===== config.mk =====
export PLATFORM = sky130hd
export DESIGN_NAME = rgb_hsl_converter
export DESIGN_NICKNAME = d
export VERILOG_FILES = /design/src/design/rhc_pkg.sv /design/src/design/rhc_front.sv /design/src/design/rhc_queue.sv /design/src/design/rhc_div.sv /design/src/design/rhc_back.sv /design/src/design/rgb_hsl_converter.sv
export SDC_FILE = /design/constraint.sdc
export NUM_CORES = 2
export LEC_CHECK = 0
export ABC_AREA = 1
export BUFFER_PORTS_ARGS = -buffer_cell sky130_fd_sc_hd__buf_2
export CAP_MARGIN = 20
export CORE_ASPECT_RATIO = 1.1
export CORE_UTILIZATION = 43
export DETAILED_ROUTE_END_ITERATION = 8
export PLACE_DENSITY = 0.57
export SLEW_MARGIN = 20
export SYNTH_ARGS = -nofsm -noshare
export SYNTH_HDL_FRONTEND = slang
export SYNTH_HIERARCHICAL = 1
export SYNTH_SLANG_ARGS = --single-unit

===== constraint.sdc =====
create_clock -name i_clk -period 34.2 [get_ports i_clk]
set_input_delay 3.42 -clock i_clk [delete_from_list [all_inputs] [get_ports i_clk]]
set_output_delay 3.42 -clock i_clk [all_outputs]
set_load 0.03 [all_outputs]

===== src/design/rhc_pkg.sv =====
`timescale 1ns / 1ps
package rhc_pkg;

    localparam int FRAC_BITS = 16;

    // long division of an 18-bit dividend by a 9-bit divisor, one quotient bit per stage
    localparam int DIV_NW = 18;
    localparam int DIV_DW = 9;
    localparam int DIV_QW = 9;
    localparam int DIV_ST = DIV_QW;

    localparam int QDEPTH = 4;

    localparam logic [8:0]  HUE_WRAP  = 9'd360;
    // floor(w / 60) == (w * RECIP60) >> RECIP_SH for every w below 2**14
    localparam logic [15:0] RECIP60   = 16'd34953;
    localparam int          RECIP_SH  = 21;

    typedef enum logic {
        CMD_RGB2HSL = 1'b0,
        CMD_HSL2RGB = 1'b1
    } t_cmd;

    typedef struct packed {
        t_cmd                   cmd;
        // rgb to hsl
        logic [DIV_NW-1:0]      hnum;
        logic [DIV_DW-1:0]      hden;
        logic [DIV_NW-1:0]      snum;
        logic [DIV_DW-1:0]      sden;
        logic                   gray;
        logic [7:0]             light;
        // hsl to rgb
        logic [FRAC_BITS-1:0]   dl;
        logic [FRAC_BITS-1:0]   ds;
        logic [FRAC_BITS-1:0]   prodh;
        logic                   low;
        logic [6:0]             f_r;
        logic [6:0]             f_g;
        logic [6:0]             f_b;
    } t_job;

    // weight of (q - p) in sixtieths for a channel angle
    function automatic logic [6:0] ang_weight(input logic [8:0] a);
        logic [8:0] t;
        t = 9'd240 - a;
        if (a < 9'd60) begin
            ang_weight = a[6:0];
        end else if (a < 9'd180) begin
            ang_weight = 7'd60;
        end else if (a < 9'd240) begin
            ang_weight = t[6:0];
        end else begin
            ang_weight = 7'd0;
        end
    endfunction

    function automatic logic [8:0] wrap360(input logic [9:0] a);
        logic [9:0] t;
        t = a - {1'b0, HUE_WRAP};
        if (a >= {1'b0, HUE_WRAP}) begin
            wrap360 = t[8:0];
        end else begin
            wrap360 = a[8:0];
        end
    endfunction

endpackage


===== src/design/rhc_front.sv =====
`timescale 1ns / 1ps
module rhc_front import rhc_pkg::*; (
    input  logic        i_clk,
    input  logic        i_rst_n,
    input  logic        i_valid,
    output logic        o_ready,
    input  logic        i_cmd,
    input  logic [7:0]  i_red_in,
    input  logic [7:0]  i_green_in,
    input  logic [7:0]  i_blue_in,
    input  logic [8:0]  i_hue_in,
    input  logic [7:0]  i_sat_in,
    input  logic [7:0]  i_light_in,
    output logic        o_job_valid,
    input  logic        i_job_ready,
    output t_job        o_job
);

    logic       r_fv, n_fv;
    t_job       r_job, n_job;

    logic [7:0]  mx, mn, d;
    logic [8:0]  sum;
    logic [11:0] num;
    logic [17:0] num60;
    logic [8:0]  h;
    logic [2*FRAC_BITS-1:0] prod;

    always_comb begin
        mx = i_red_in;
        mn = i_red_in;
        if (i_green_in > mx) mx = i_green_in;
        if (i_blue_in > mx)  mx = i_blue_in;
        if (i_green_in < mn) mn = i_green_in;
        if (i_blue_in < mn)  mn = i_blue_in;
        d   = mx - mn;
        sum = {1'b0, mx} + {1'b0, mn};
        // sector offset keeps the numerator non-negative
        if (mx == i_red_in) begin
            num = 12'(6 * d) + {4'b0, i_green_in} - {4'b0, i_blue_in};
        end else if (mx == i_green_in) begin
            num = 12'(2 * d) + {4'b0, i_blue_in} - {4'b0, i_red_in};
        end else begin
            num = 12'(4 * d) + {4'b0, i_red_in} - {4'b0, i_green_in};
        end
        num60 = {6'b0, num} * 18'd60;

        h    = wrap360({1'b0, i_hue_in});
        prod = {i_light_in, {(FRAC_BITS-8){1'b0}}} * {i_sat_in, {(FRAC_BITS-8){1'b0}}};

        n_job.cmd   = t_cmd'(i_cmd);
        n_job.hnum  = num60;
        n_job.hden  = {1'b0, d};
        n_job.snum  = {2'b0, d, 8'b0};
        n_job.sden  = (sum <= 9'd255) ? sum : (9'd510 - sum);
        n_job.gray  = (d == 8'd0);
        n_job.light = sum[8:1];
        n_job.dl    = {i_light_in, {(FRAC_BITS-8){1'b0}}};
        n_job.ds    = {i_sat_in, {(FRAC_BITS-8){1'b0}}};
        n_job.prodh = prod[2*FRAC_BITS-1:FRAC_BITS];
        n_job.low   = ~i_light_in[7];
        n_job.f_r   = ang_weight(wrap360({1'b0, h} + 10'd120));
        n_job.f_g   = ang_weight(h);
        n_job.f_b   = ang_weight(wrap360({1'b0, h} + 10'd240));
    end

    assign o_ready     = !r_fv || i_job_ready;
    assign o_job_valid = r_fv;
    assign o_job       = r_job;

    always_comb begin
        n_fv = r_fv;
        if (o_ready) begin
            n_fv = i_valid;
        end
    end

    always_ff @(posedge i_clk) begin
        if (!i_rst_n) begin
            r_fv <= 1'b0;
        end else begin
            r_fv <= n_fv;
        end
    end

    always_ff @(posedge i_clk) begin
        if (o_ready && i_valid) begin
            r_job <= n_job;
        end
    end

endmodule


===== src/design/rhc_queue.sv =====
`timescale 1ns / 1ps
module rhc_queue import rhc_pkg::*; (
    input  logic i_clk,
    input  logic i_rst_n,
    input  logic i_push_valid,
    output logic o_push_ready,
    input  t_job i_push_job,
    output logic o_pop_valid,
    input  logic i_pop_ready,
    output t_job o_pop_job
);

    localparam int PW = $clog2(QDEPTH);
    localparam int CW = $clog2(QDEPTH + 1);

    t_job           r_mem [QDEPTH];
    logic [PW-1:0]  r_wp, n_wp;
    logic [PW-1:0]  r_rp, n_rp;
    logic [CW-1:0]  r_cnt, n_cnt;
    logic           push, pop;

    assign o_push_ready = (r_cnt != CW'(QDEPTH));
    assign o_pop_valid  = (r_cnt != '0);
    assign o_pop_job    = r_mem[r_rp];
    assign push         = i_push_valid && o_push_ready;
    assign pop          = o_pop_valid && i_pop_ready;

    always_comb begin
        n_wp  = push ? r_wp + 1'b1 : r_wp;
        n_rp  = pop ? r_rp + 1'b1 : r_rp;
        n_cnt = r_cnt + CW'(push) - CW'(pop);
    end

    always_ff @(posedge i_clk) begin
        if (!i_rst_n) begin
            r_wp  <= '0;
            r_rp  <= '0;
            r_cnt <= '0;
        end else begin
            r_wp  <= n_wp;
            r_rp  <= n_rp;
            r_cnt <= n_cnt;
        end
    end

    always_ff @(posedge i_clk) begin
        if (push) begin
            r_mem[r_wp] <= i_push_job;
        end
    end

    count_in_range: assert property (@(posedge i_clk) disable iff (!i_rst_n)
        r_cnt <= CW'(QDEPTH))
        else $error("queue count out of range");

    ptr_matches_count: assert property (@(posedge i_clk) disable iff (!i_rst_n)
        PW'(r_wp - r_rp) == r_cnt[PW-1:0])
        else $error("queue pointers disagree with count");

endmodule


===== src/design/rhc_div.sv =====
`timescale 1ns / 1ps
module rhc_div import rhc_pkg::*; (
    input  logic              i_clk,
    input  logic              i_en,
    input  logic [DIV_NW-1:0] i_num,
    input  logic [DIV_DW-1:0] i_den,
    output logic [DIV_QW-1:0] o_quot
);

    localparam int LW = DIV_NW - DIV_DW;

    logic [DIV_DW-1:0] r_rem [DIV_ST];
    logic [LW-1:0]     r_nb  [DIV_ST];
    logic [DIV_DW-1:0] r_den [DIV_ST];
    logic [DIV_QW-1:0] r_q   [DIV_ST];

    logic [DIV_DW-1:0] n_rem [DIV_ST];
    logic [LW-1:0]     n_nb  [DIV_ST];
    logic [DIV_DW-1:0] n_den [DIV_ST];
    logic [DIV_QW-1:0] n_q   [DIV_ST];

    // dividend top bits are below the divisor, so the quotient fits DIV_QW bits
    always_comb begin
        for (int s = 0; s < DIV_ST; s++) begin
            logic [DIV_DW-1:0] rem_in;
            logic [LW-1:0]     nb_in;
            logic [DIV_DW-1:0] den_in;
            logic [DIV_QW-1:0] q_in;
            logic [DIV_DW:0]   t;
            logic [DIV_DW:0]   t_sub;
            if (s == 0) begin
                rem_in = i_num[DIV_NW-1:LW];
                nb_in  = i_num[LW-1:0];
                den_in = i_den;
                q_in   = '0;
            end else begin
                rem_in = r_rem[s-1];
                nb_in  = r_nb[s-1];
                den_in = r_den[s-1];
                q_in   = r_q[s-1];
            end
            t     = {rem_in, nb_in[LW-1]};
            t_sub = t - {1'b0, den_in};
            if (t >= {1'b0, den_in}) begin
                n_rem[s] = t_sub[DIV_DW-1:0];
            end else begin
                n_rem[s] = t[DIV_DW-1:0];
            end
            n_nb[s]  = {nb_in[LW-2:0], 1'b0};
            n_den[s] = den_in;
            n_q[s]   = {q_in[DIV_QW-2:0], (t >= {1'b0, den_in})};
        end
    end

    always_ff @(posedge i_clk) begin
        if (i_en) begin
            for (int s = 0; s < DIV_ST; s++) begin
                r_rem[s] <= n_rem[s];
                r_nb[s]  <= n_nb[s];
                r_den[s] <= n_den[s];
                r_q[s]   <= n_q[s];
            end
        end
    end

    assign o_quot = r_q[DIV_ST-1];

endmodule


===== src/design/rhc_back.sv =====
`timescale 1ns / 1ps
module rhc_back import rhc_pkg::*; (
    input  logic       i_clk,
    input  logic       i_rst_n,
    input  logic       i_job_valid,
    output logic       o_job_ready,
    input  t_job       i_job,
    output logic       o_valid,
    input  logic       i_ready,
    output logic [8:0] o_hue_out,
    output logic [7:0] o_sat_out,
    output logic [7:0] o_light_out,
    output logic [7:0] o_red_out,
    output logic [7:0] o_green_out,
    output logic [7:0] o_blue_out
);

    localparam int F      = FRAC_BITS;
    localparam int ZW     = F + 6;
    localparam int RGB_ST = 4;

    logic en;

    logic       r_vld   [DIV_ST];
    t_cmd       r_cmd   [DIV_ST];
    logic       r_gray  [DIV_ST];
    logic [7:0] r_light [DIV_ST];
    logic [23:0] r_rgb  [RGB_ST:DIV_ST-1];

    logic [F:0]    r_q0, r_p0, n_q0, n_p0;
    logic [6:0]    r_f0 [3];
    logic [ZW-1:0] r_m1 [3];
    logic [ZW-1:0] r_p60;
    logic [13:0]   r_w2 [3];
    logic [29:0]   r_y3 [3];

    logic       r_ov;
    logic [8:0] r_hue;
    logic [7:0] r_sat, r_lo, r_red, r_green, r_blue;

    logic [DIV_QW-1:0] qh, qs;
    logic [F:0]        dqp;
    logic [F+7:0]      mprod [3];
    logic [F+6:0]      p60w;
    logic [ZW-1:0]     z [3];
    logic [7:0]        chan [3];
    logic [F:0]        two_dl;

    assign en          = !r_ov || i_ready;
    assign o_job_ready = en;

    rhc_div u_div_hue (
        .i_clk  (i_clk),
        .i_en   (en),
        .i_num  (i_job.hnum),
        .i_den  (i_job.hden),
        .o_quot (qh)
    );

    rhc_div u_div_sat (
        .i_clk  (i_clk),
        .i_en   (en),
        .i_num  (i_job.snum),
        .i_den  (i_job.sden),
        .o_quot (qs)
    );

    // q and p of the hue-to-channel rule
    always_comb begin
        two_dl = {i_job.dl, 1'b0};
        if (i_job.low) begin
            n_q0 = {1'b0, i_job.dl} + {1'b0, i_job.prodh};
        end else begin
            n_q0 = {1'b0, i_job.dl} + {1'b0, i_job.ds} - {1'b0, i_job.prodh};
        end
        n_p0 = (two_dl > n_q0) ? two_dl - n_q0 : '0;
    end

    // channel = floor(floor((60p + (q-p)*f) >> (F-8)) / 60)
    always_comb begin
        dqp  = r_q0 - r_p0;
        p60w = r_p0 * 6'd60;
        for (int c = 0; c < 3; c++) begin
            mprod[c] = dqp * r_f0[c];
            z[c]     = r_p60 + r_m1[c];
            chan[c]  = (r_y3[c][29:RECIP_SH] > 9'd255) ? 8'd255 : r_y3[c][RECIP_SH+7:RECIP_SH];
        end
    end

    always_ff @(posedge i_clk) begin
        if (!i_rst_n) begin
            for (int s = 0; s < DIV_ST; s++) begin
                r_vld[s] <= 1'b0;
            end
            r_ov <= 1'b0;
        end else if (en) begin
            r_vld[0] <= i_job_valid;
            for (int s = 1; s < DIV_ST; s++) begin
                r_vld[s] <= r_vld[s-1];
            end
            r_ov <= r_vld[DIV_ST-1];
        end
    end

    always_ff @(posedge i_clk) begin
        if (en) begin
            r_cmd[0]   <= i_job.cmd;
            r_gray[0]  <= i_job.gray;
            r_light[0] <= i_job.light;
            for (int s = 1; s < DIV_ST; s++) begin
                r_cmd[s]   <= r_cmd[s-1];
                r_gray[s]  <= r_gray[s-1];
                r_light[s] <= r_light[s-1];
            end
            r_q0  <= n_q0;
            r_p0  <= n_p0;
            r_f0[0] <= i_job.f_r;
            r_f0[1] <= i_job.f_g;
            r_f0[2] <= i_job.f_b;
            r_p60 <= p60w[ZW-1:0];
            for (int c = 0; c < 3; c++) begin
                r_m1[c] <= mprod[c][ZW-1:0];
                r_w2[c] <= z[c][ZW-1:F-8];
                r_y3[c] <= r_w2[c] * RECIP60;
            end
            r_rgb[RGB_ST] <= {chan[0], chan[1], chan[2]};
            for (int s = RGB_ST + 1; s < DIV_ST; s++) begin
                r_rgb[s] <= r_rgb[s-1];
            end
        end
    end

    // output register
    always_ff @(posedge i_clk) begin
        if (en) begin
            if (r_cmd[DIV_ST-1] == CMD_RGB2HSL) begin
                r_hue   <= r_gray[DIV_ST-1] ? 9'd0 : wrap360({1'b0, qh});
                r_sat   <= (r_gray[DIV_ST-1]) ? 8'd0 : ((qs > 9'd255) ? 8'd255 : qs[7:0]);
                r_lo    <= r_light[DIV_ST-1];
                r_red   <= 8'd0;
                r_green <= 8'd0;
                r_blue  <= 8'd0;
            end else begin
                r_hue   <= 9'd0;
                r_sat   <= 8'd0;
                r_lo    <= 8'd0;
                r_red   <= r_rgb[DIV_ST-1][23:16];
                r_green <= r_rgb[DIV_ST-1][15:8];
                r_blue  <= r_rgb[DIV_ST-1][7:0];
            end
        end
    end

    assign o_valid     = r_ov;
    assign o_hue_out   = r_hue;
    assign o_sat_out   = r_sat;
    assign o_light_out = r_lo;
    assign o_red_out   = r_red;
    assign o_green_out = r_green;
    assign o_blue_out  = r_blue;

endmodule


===== src/design/rgb_hsl_converter.sv =====
`timescale 1ns / 1ps
// channel   direction  handshake            payload
// input     in         i_valid / o_ready    i_cmd, i_red_in .. i_blue_in, i_hue_in,
//                                           i_sat_in, i_light_in
// output    out        o_valid / i_ready    o_hue_out, o_sat_out, o_light_out,
//                                           o_red_out, o_green_out, o_blue_out
//
// one transaction per clock sustained while i_ready is high; each job passes through
// the front register, queue, 9-stage long division pipeline and output register
// the queue holds 4 jobs so the front keeps taking input while the back stalls
// the back pipeline stalls as a whole when a result waits on i_ready
// reset (synchronous, active low) empties the front, queue and pipeline
module rgb_hsl_converter import rhc_pkg::*; (
    input  logic       i_clk,
    input  logic       i_rst_n,
    input  logic       i_valid,
    output logic       o_ready,
    input  logic       i_cmd,
    input  logic [7:0] i_red_in,
    input  logic [7:0] i_green_in,
    input  logic [7:0] i_blue_in,
    input  logic [8:0] i_hue_in,
    input  logic [7:0] i_sat_in,
    input  logic [7:0] i_light_in,
    output logic       o_valid,
    input  logic       i_ready,
    output logic [8:0] o_hue_out,
    output logic [7:0] o_sat_out,
    output logic [7:0] o_light_out,
    output logic [7:0] o_red_out,
    output logic [7:0] o_green_out,
    output logic [7:0] o_blue_out
);

    logic f_valid, f_ready, b_valid, b_ready;
    t_job f_job, b_job;

    rhc_front u_front (
        .i_clk       (i_clk),
        .i_rst_n     (i_rst_n),
        .i_valid     (i_valid),
        .o_ready     (o_ready),
        .i_cmd       (i_cmd),
        .i_red_in    (i_red_in),
        .i_green_in  (i_green_in),
        .i_blue_in   (i_blue_in),
        .i_hue_in    (i_hue_in),
        .i_sat_in    (i_sat_in),
        .i_light_in  (i_light_in),
        .o_job_valid (f_valid),
        .i_job_ready (f_ready),
        .o_job       (f_job)
    );

    rhc_queue u_queue (
        .i_clk        (i_clk),
        .i_rst_n      (i_rst_n),
        .i_push_valid (f_valid),
        .o_push_ready (f_ready),
        .i_push_job   (f_job),
        .o_pop_valid  (b_valid),
        .i_pop_ready  (b_ready),
        .o_pop_job    (b_job)
    );

    rhc_back u_back (
        .i_clk       (i_clk),
        .i_rst_n     (i_rst_n),
        .i_job_valid (b_valid),
        .o_job_ready (b_ready),
        .i_job       (b_job),
        .o_valid     (o_valid),
        .i_ready     (i_ready),
        .o_hue_out   (o_hue_out),
        .o_sat_out   (o_sat_out),
        .o_light_out (o_light_out),
        .o_red_out   (o_red_out),
        .o_green_out (o_green_out),
        .o_blue_out  (o_blue_out)
    );

    hue_in_range: assert property (@(posedge i_clk) disable iff (!i_rst_n)
        o_valid |-> o_hue_out < HUE_WRAP)
        else $error("hue out of range");

    one_side_zero: assert property (@(posedge i_clk) disable iff (!i_rst_n)
        o_valid |-> ((o_hue_out == 9'd0 && o_sat_out == 8'd0 && o_light_out == 8'd0) ||
                     (o_red_out == 8'd0 && o_green_out == 8'd0 && o_blue_out == 8'd0)))
        else $error("both result groups nonzero");

    gray_has_no_hue: assert property (@(posedge i_clk) disable iff (!i_rst_n)
        (o_valid && o_sat_out == 8'd0 && o_red_out == 8'd0 && o_green_out == 8'd0 &&
         o_blue_out == 8'd0 && o_light_out != 8'd0) |-> o_hue_out == 9'd0)
        else $error("zero saturation with nonzero hue");

    no_result_after_reset: assert property (@(posedge i_clk)
        !$past(i_rst_n) |-> !o_valid)
        else $error("result valid right after reset");

endmodule

# Word-level counts from Yosys, hierarchy flattened
# Memory sizes are Yosys's and may differ from the RTL's. A register that Yosys moved wholly into a read port is not among the register bits.
# Cells that the tools add are included.
# totals
reg_bits,176
ram_bits,1488
inputBits,54
out_inout_bits,51
wordCells,225
memories,18
# mem_list
memory,depth,word_bits,read_ports,rd_clocked_by_memory_dff,wr,line_no,rtl
u_queue.r_mem,4,105,1,1,1,rhc_queue.sv:16,t_job r_mem [QDEPTH];
u_back.r_rgb,5,24,5,1,5,rhc_back.sv:28,logic [23:0] r_rgb [RGB_ST:DIV_ST-1];
u_back.r_y3,3,30,3,0,3,rhc_back.sv:35,logic [29:0] r_y3 [3];
u_back.u_div_hue.r_den,9,9,8,0,9,rhc_div.sv:14,logic [DIV_DW-1:0] r_den [DIV_ST];
u_back.u_div_hue.r_q,9,9,9,0,9,rhc_div.sv:15,logic [DIV_QW-1:0] r_q [DIV_ST];
u_back.u_div_hue.r_rem,9,9,8,0,9,rhc_div.sv:12,logic [DIV_DW-1:0] r_rem [DIV_ST];
12 more memories,n/a,n/a,n/a,n/a,n/a,n/a,
# classes
add_sub_neg,48
multipliers,10
order_cmp,41
eq_ne,3
n_mux,61
n_bitwise,10
reduce_logical,12
# op_table
operator,count
2-to-1 mux 9 bit,23
greater-or-equal comparator 10 x 9 -> 1 bit,18
subtractor 9 bit,18
"multiplier 14 x 16 -> 30 bit, second input constant",3
adder 22 bit,3
multiplier 17 x 7 -> 22 bit,3
2-to-1 mux 8 bit,8
2-to-1 mux 7 bit,9
"< comparator 9 x 8 -> 1 bit, second input constant",6
"> comparator 9 x 8 -> 1 bit, second input constant",4
subtractor 12 x 8 -> 12 bit,3
"subtractor 9 bit, second input constant",4
adder 16 x 16 -> 17 bit,2
subtractor 17 bit,2
"< comparator 9 x 6 -> 1 bit, second input constant",3
2-to-1 mux 12 bit,2
"subtractor 7 bit, first input constant",3
"greater-or-equal comparator 10 x 9 -> 1 bit, second input constant",2
"multiplier 17 x 4 -> 20 bit, second input constant",1
"greater-or-equal comparator 9 bit, second input constant",2
> comparator 17 bit,1
2-to-1 mux 17 bit,1
subtractor 17 x 16 -> 17 bit,1
equality test 8 bit,2
other kinds (28),61

# Logic depth before layout (Yosys ltp)
# depth
ltp_word,10
mapped_depth,64
ltp_nobuf,63

# Hierarchy
# The synthesis kept the hierarchy.
# modules_own_cells
mod,instances,cells_each,area_each_um2,seq_area_each_um2
rhc_back,1,4084,39699.3,14193.6
rhc_div,2,1273,12251.8,6756.5
rhc_queue,1,1361,20378.3,16275.6
rhc_front,1,1567,12210.5,2902.8

# Worst setup path after synthesis
# OpenSTA, ideal clock, no wires.
# synth_timing
path_type,input to register
startpoint,in i_ready
endpoint,mem u_back.r_vld[0] (data pin)
setup_time_ns,0.279
t_arrival_ns,27.122
required_time_ns,33.921
path_slack_ns,6.798
cell_stages,4
path_buffers,0
cell_sequence,inv_1 > nand2_1 > nand2_1 > nor2_1
# synth_lines
element,line_no,rtl
start: declaration,rgb_hsl_converter.sv:26,"input logic i_ready,"
end: declaration,rhc_back.sv:24,logic r_vld [DIV_ST];

==> results by group <==
Worst setup path
  • CP required: 34770 ps
  • Worst setup path start: i_red_in[7]
  • Crit path max fanout: 12
  • Crit-path most repeated cell: nand2_1
  • Worst R2R Start: u_back/r_p0[0]$_SDFFCE_PP0P_
  • Crit path DAT: 14300 ps
  • CP max stage cell: xnor2_1
  • Slowest stage delay, CP: between 700 and 800 ps
  • Startpoint Class: input port
  • Critical setup path kind: in -> reg
  • Crit. End Element: flip-flop

Synth
  • Distinct cells, synth: 66
  • Post-Synthesis Cells: 9558
  • Synthesized area per cell: 10.1 µm²
  • Post-synthesis cell area: between 90000 and 100000 µm²
  • Register area share after synthesis: 48.4%
  • Ys flop type: edfxtp_1
  • Seq cells post-synth: 1565
  • Synthesis Warnings: 6
  • Synth async-reset ratio: 0%
  • Post-synth EDFFs: 1554

Hold path
  • Worst min path class: reg -> reg
  • Hold wc startpoint: u_back/u_div_hue/r_nb[0][24]$_DFFE_PP_

Timing
  • Fin Setup TNS: 0 ps
  • Peak Freq: 72.8 MHz
  • Actual slew at the worst max-slew pin: 1040 ps
  • Clock Skew: ~61 ps
  • Max Slew Vio Count: 0
  • Slew headroom: 30.5%
  • RSZ-0062 raised after global routing: false
  • Final period utilization: 40.1%
  • # setup viols final: 0
  • Min Tclk post-route: 13730 ps
  • Final Hold Viols: 0

Job
  • Number of max-cap violations: 0

Final layout
  • Post-layout util: 47.3%
  • Commonest non-fill, non-tap cells in the layout: nand2_1, edfxtp_1, inv_1
  • Non-filler cells, final: 12.8k
  • Share of layout cells above drive strength 1: 6.36%
  • Nets@finish: 11.0k
  • P&R area growth vs syn: 9.20%
  • Commonest non-fill, non-tap cell in the layout: nand2_1
  • Post-route cell area: 106000 µm²

Global route
  • Global Route Usage Sum: 19.4%
  • Largest net degree at the start of global routing: 183
  • Vias in the first global route: 65.6k
  • Initial antenna violation count: 2
  • GRT overflow: 0
  • First-pass GRT wire length: 352000 µm

Place
  • Final HPWL from detailed placement: 163000 µm
  • PortBufs: 104
  • Post-DP Area: 100000 µm²
  • RePlAce Congestion: between 0.9 and 1
  • Placed Instances: 12.5k

Routing
  • First drt pass iteration count: 5
  • Via density: 5.06
  • Drt total wl: 219000 µm
  • DRC errors left: 0
  • Post-route ant nets: 0
  • Iteration-0 DRC Markers: 3979
  • WL/cell: 17.1 µm
  • Via count of the routed design: 64.6k

Die
  • Starting density of the core: 43.3%
  • Site Rows: 182
  • IO Pins: 105
  • CORE AREA: 224000 µm²
  • Total die area: 227000 µm²
  • Width of the die: about 450 µm
  • Die H: 500 µm

Status
  • Status: finished clean

Clocking
  • TritonCTS clock tree: done
  • Post CTS Setup Buffer Count: 0
  • Worst skew pair latency: between 800 and 900 ps
  • Reg clk slew, reported paths: about 60 ps
  • Inserted Clock Buffers: 170
  • PostCTS Resize Cnt: 0
  • Root Driver: clkbuf_16
  • Clk buf depth: 3
  • Hold Buf Count CTS: 0
  • Clock Sinks: 1565
  • # H-tree levels: 4
-- final timing paths --
path	endpoint	cells past startpoint	slack (ps)
min reg2reg	u_back/u_div_hue/r_nb[0][32]$_DFFE_PP_	0	380
min	u_back/u_div_hue/r_nb[0][32]$_DFFE_PP_	0	380
max	u_front/o_job[131]$_DFFE_PP_	49	20470
max reg2reg	u_back/r_m1[0][43]$_DFFE_PP_	25	26510
-- cell usage after synthesis (96+ instances only) --
cell type | instances | area (µm²)
fa_1 | 418 | 8370
nand3_1 | 540 | 2700
nor2_1 | 849 | 3190
clkbuf_1 | 96 | 360
o22ai_1 | 134 | 838
a21oi_1 | 407 | 2040
inv_1 | 1470 | 5520
edfxtp_1 | 1554 | 46700
ha_1 | 803 | 10000
o21ai_0 | 416 | 2080
nand2_1 | 1773 | 6660
xor2_1 | 209 | 1830
-- area by class of cell --
type / instances / area, µm²
diodes: 2 / 5.00
clock buffers: 205 / 4390
clock inverters: 103 / 1200
fillers: 20639 / 118000
inverters: 1496 / 5630
multi-input cells: 6302 / 43100
flip-flops and latches: 1565 / 46900
well taps: 2944 / 3680
repair buffers: 143 / 851
-- metrics by stage --
| stage | worst slack [ps] | hold WS, ps |
|---|---|---|
| 6_report | 20470 | 376 |
| 5_1_grt | 19570 | 388 |
| 4_1_cts | 20320 | 378 |
| 3_5_place_dp | 19420 | 405 |
| 3_3_place_gp | 19550 | 400 |
| 2_1_floorplan | 6800 | 400 |
-- critical path, delay by kind of cell --
family                   cells  cell delay [ps]
adder cells (fa/ha/maj)     10             3700
AND/OR/NAND/NOR             14             2610
AO/OA/AOI/OAI               11             2080
buffers and inverters       10             1280
XOR/XNOR                     4             1170
-- routing by layer --
layer  part of all wire, %  GRT usage (%)  wire, µm
met1                    45           25.3     98100
met2                    49           33.7    106000
met3                   3.7           2.36      8000
met4                   2.8           5.94      6070
met5                     0              0         0
-- cell families after synthesis --
logic type	share of synthesized area (%)
AO/OA/AOI/OAI	6.83
XOR/XNOR	2.62
adder cells (fa/ha/maj)	19.0
buffers and inverters	7.25
flip-flops	48.4
other	0.00387
AND/OR/NAND/NOR	15.8
-- registers in the layout (all words and copies together), names as in the netlist, 20 cells and up, named ones only --
| register | flops |
|---|---|
| u_queue/r_mem | 536 |
| u_back/r_rgb | 120 |
| u_back/r_p60 | 20 |
| u_back/u_div_sat/r_q | 45 |
| u_back/u_div_hue/r_nb | 36 |
| u_back/u_div_sat/r_nb | 36 |
| u_back/r_m1 | 60 |
| u_back/u_div_hue/r_q | 45 |
| u_back/r_f0 | 21 |
| u_back/u_div_hue/r_den | 72 |
| u_back/r_light | 72 |
| u_back/u_div_sat/r_den | 72 |
| u_back/r_y3 | 27 |
| u_back/r_w2 | 42 |
| u_front/o_job | 96 |
| u_back/u_div_hue/r_rem | 72 |
| u_back/u_div_sat/r_rem | 72 |
Power is not shown: default switching activity piles up to over one toggle a cycle in this logic, so the estimate is an artifact.
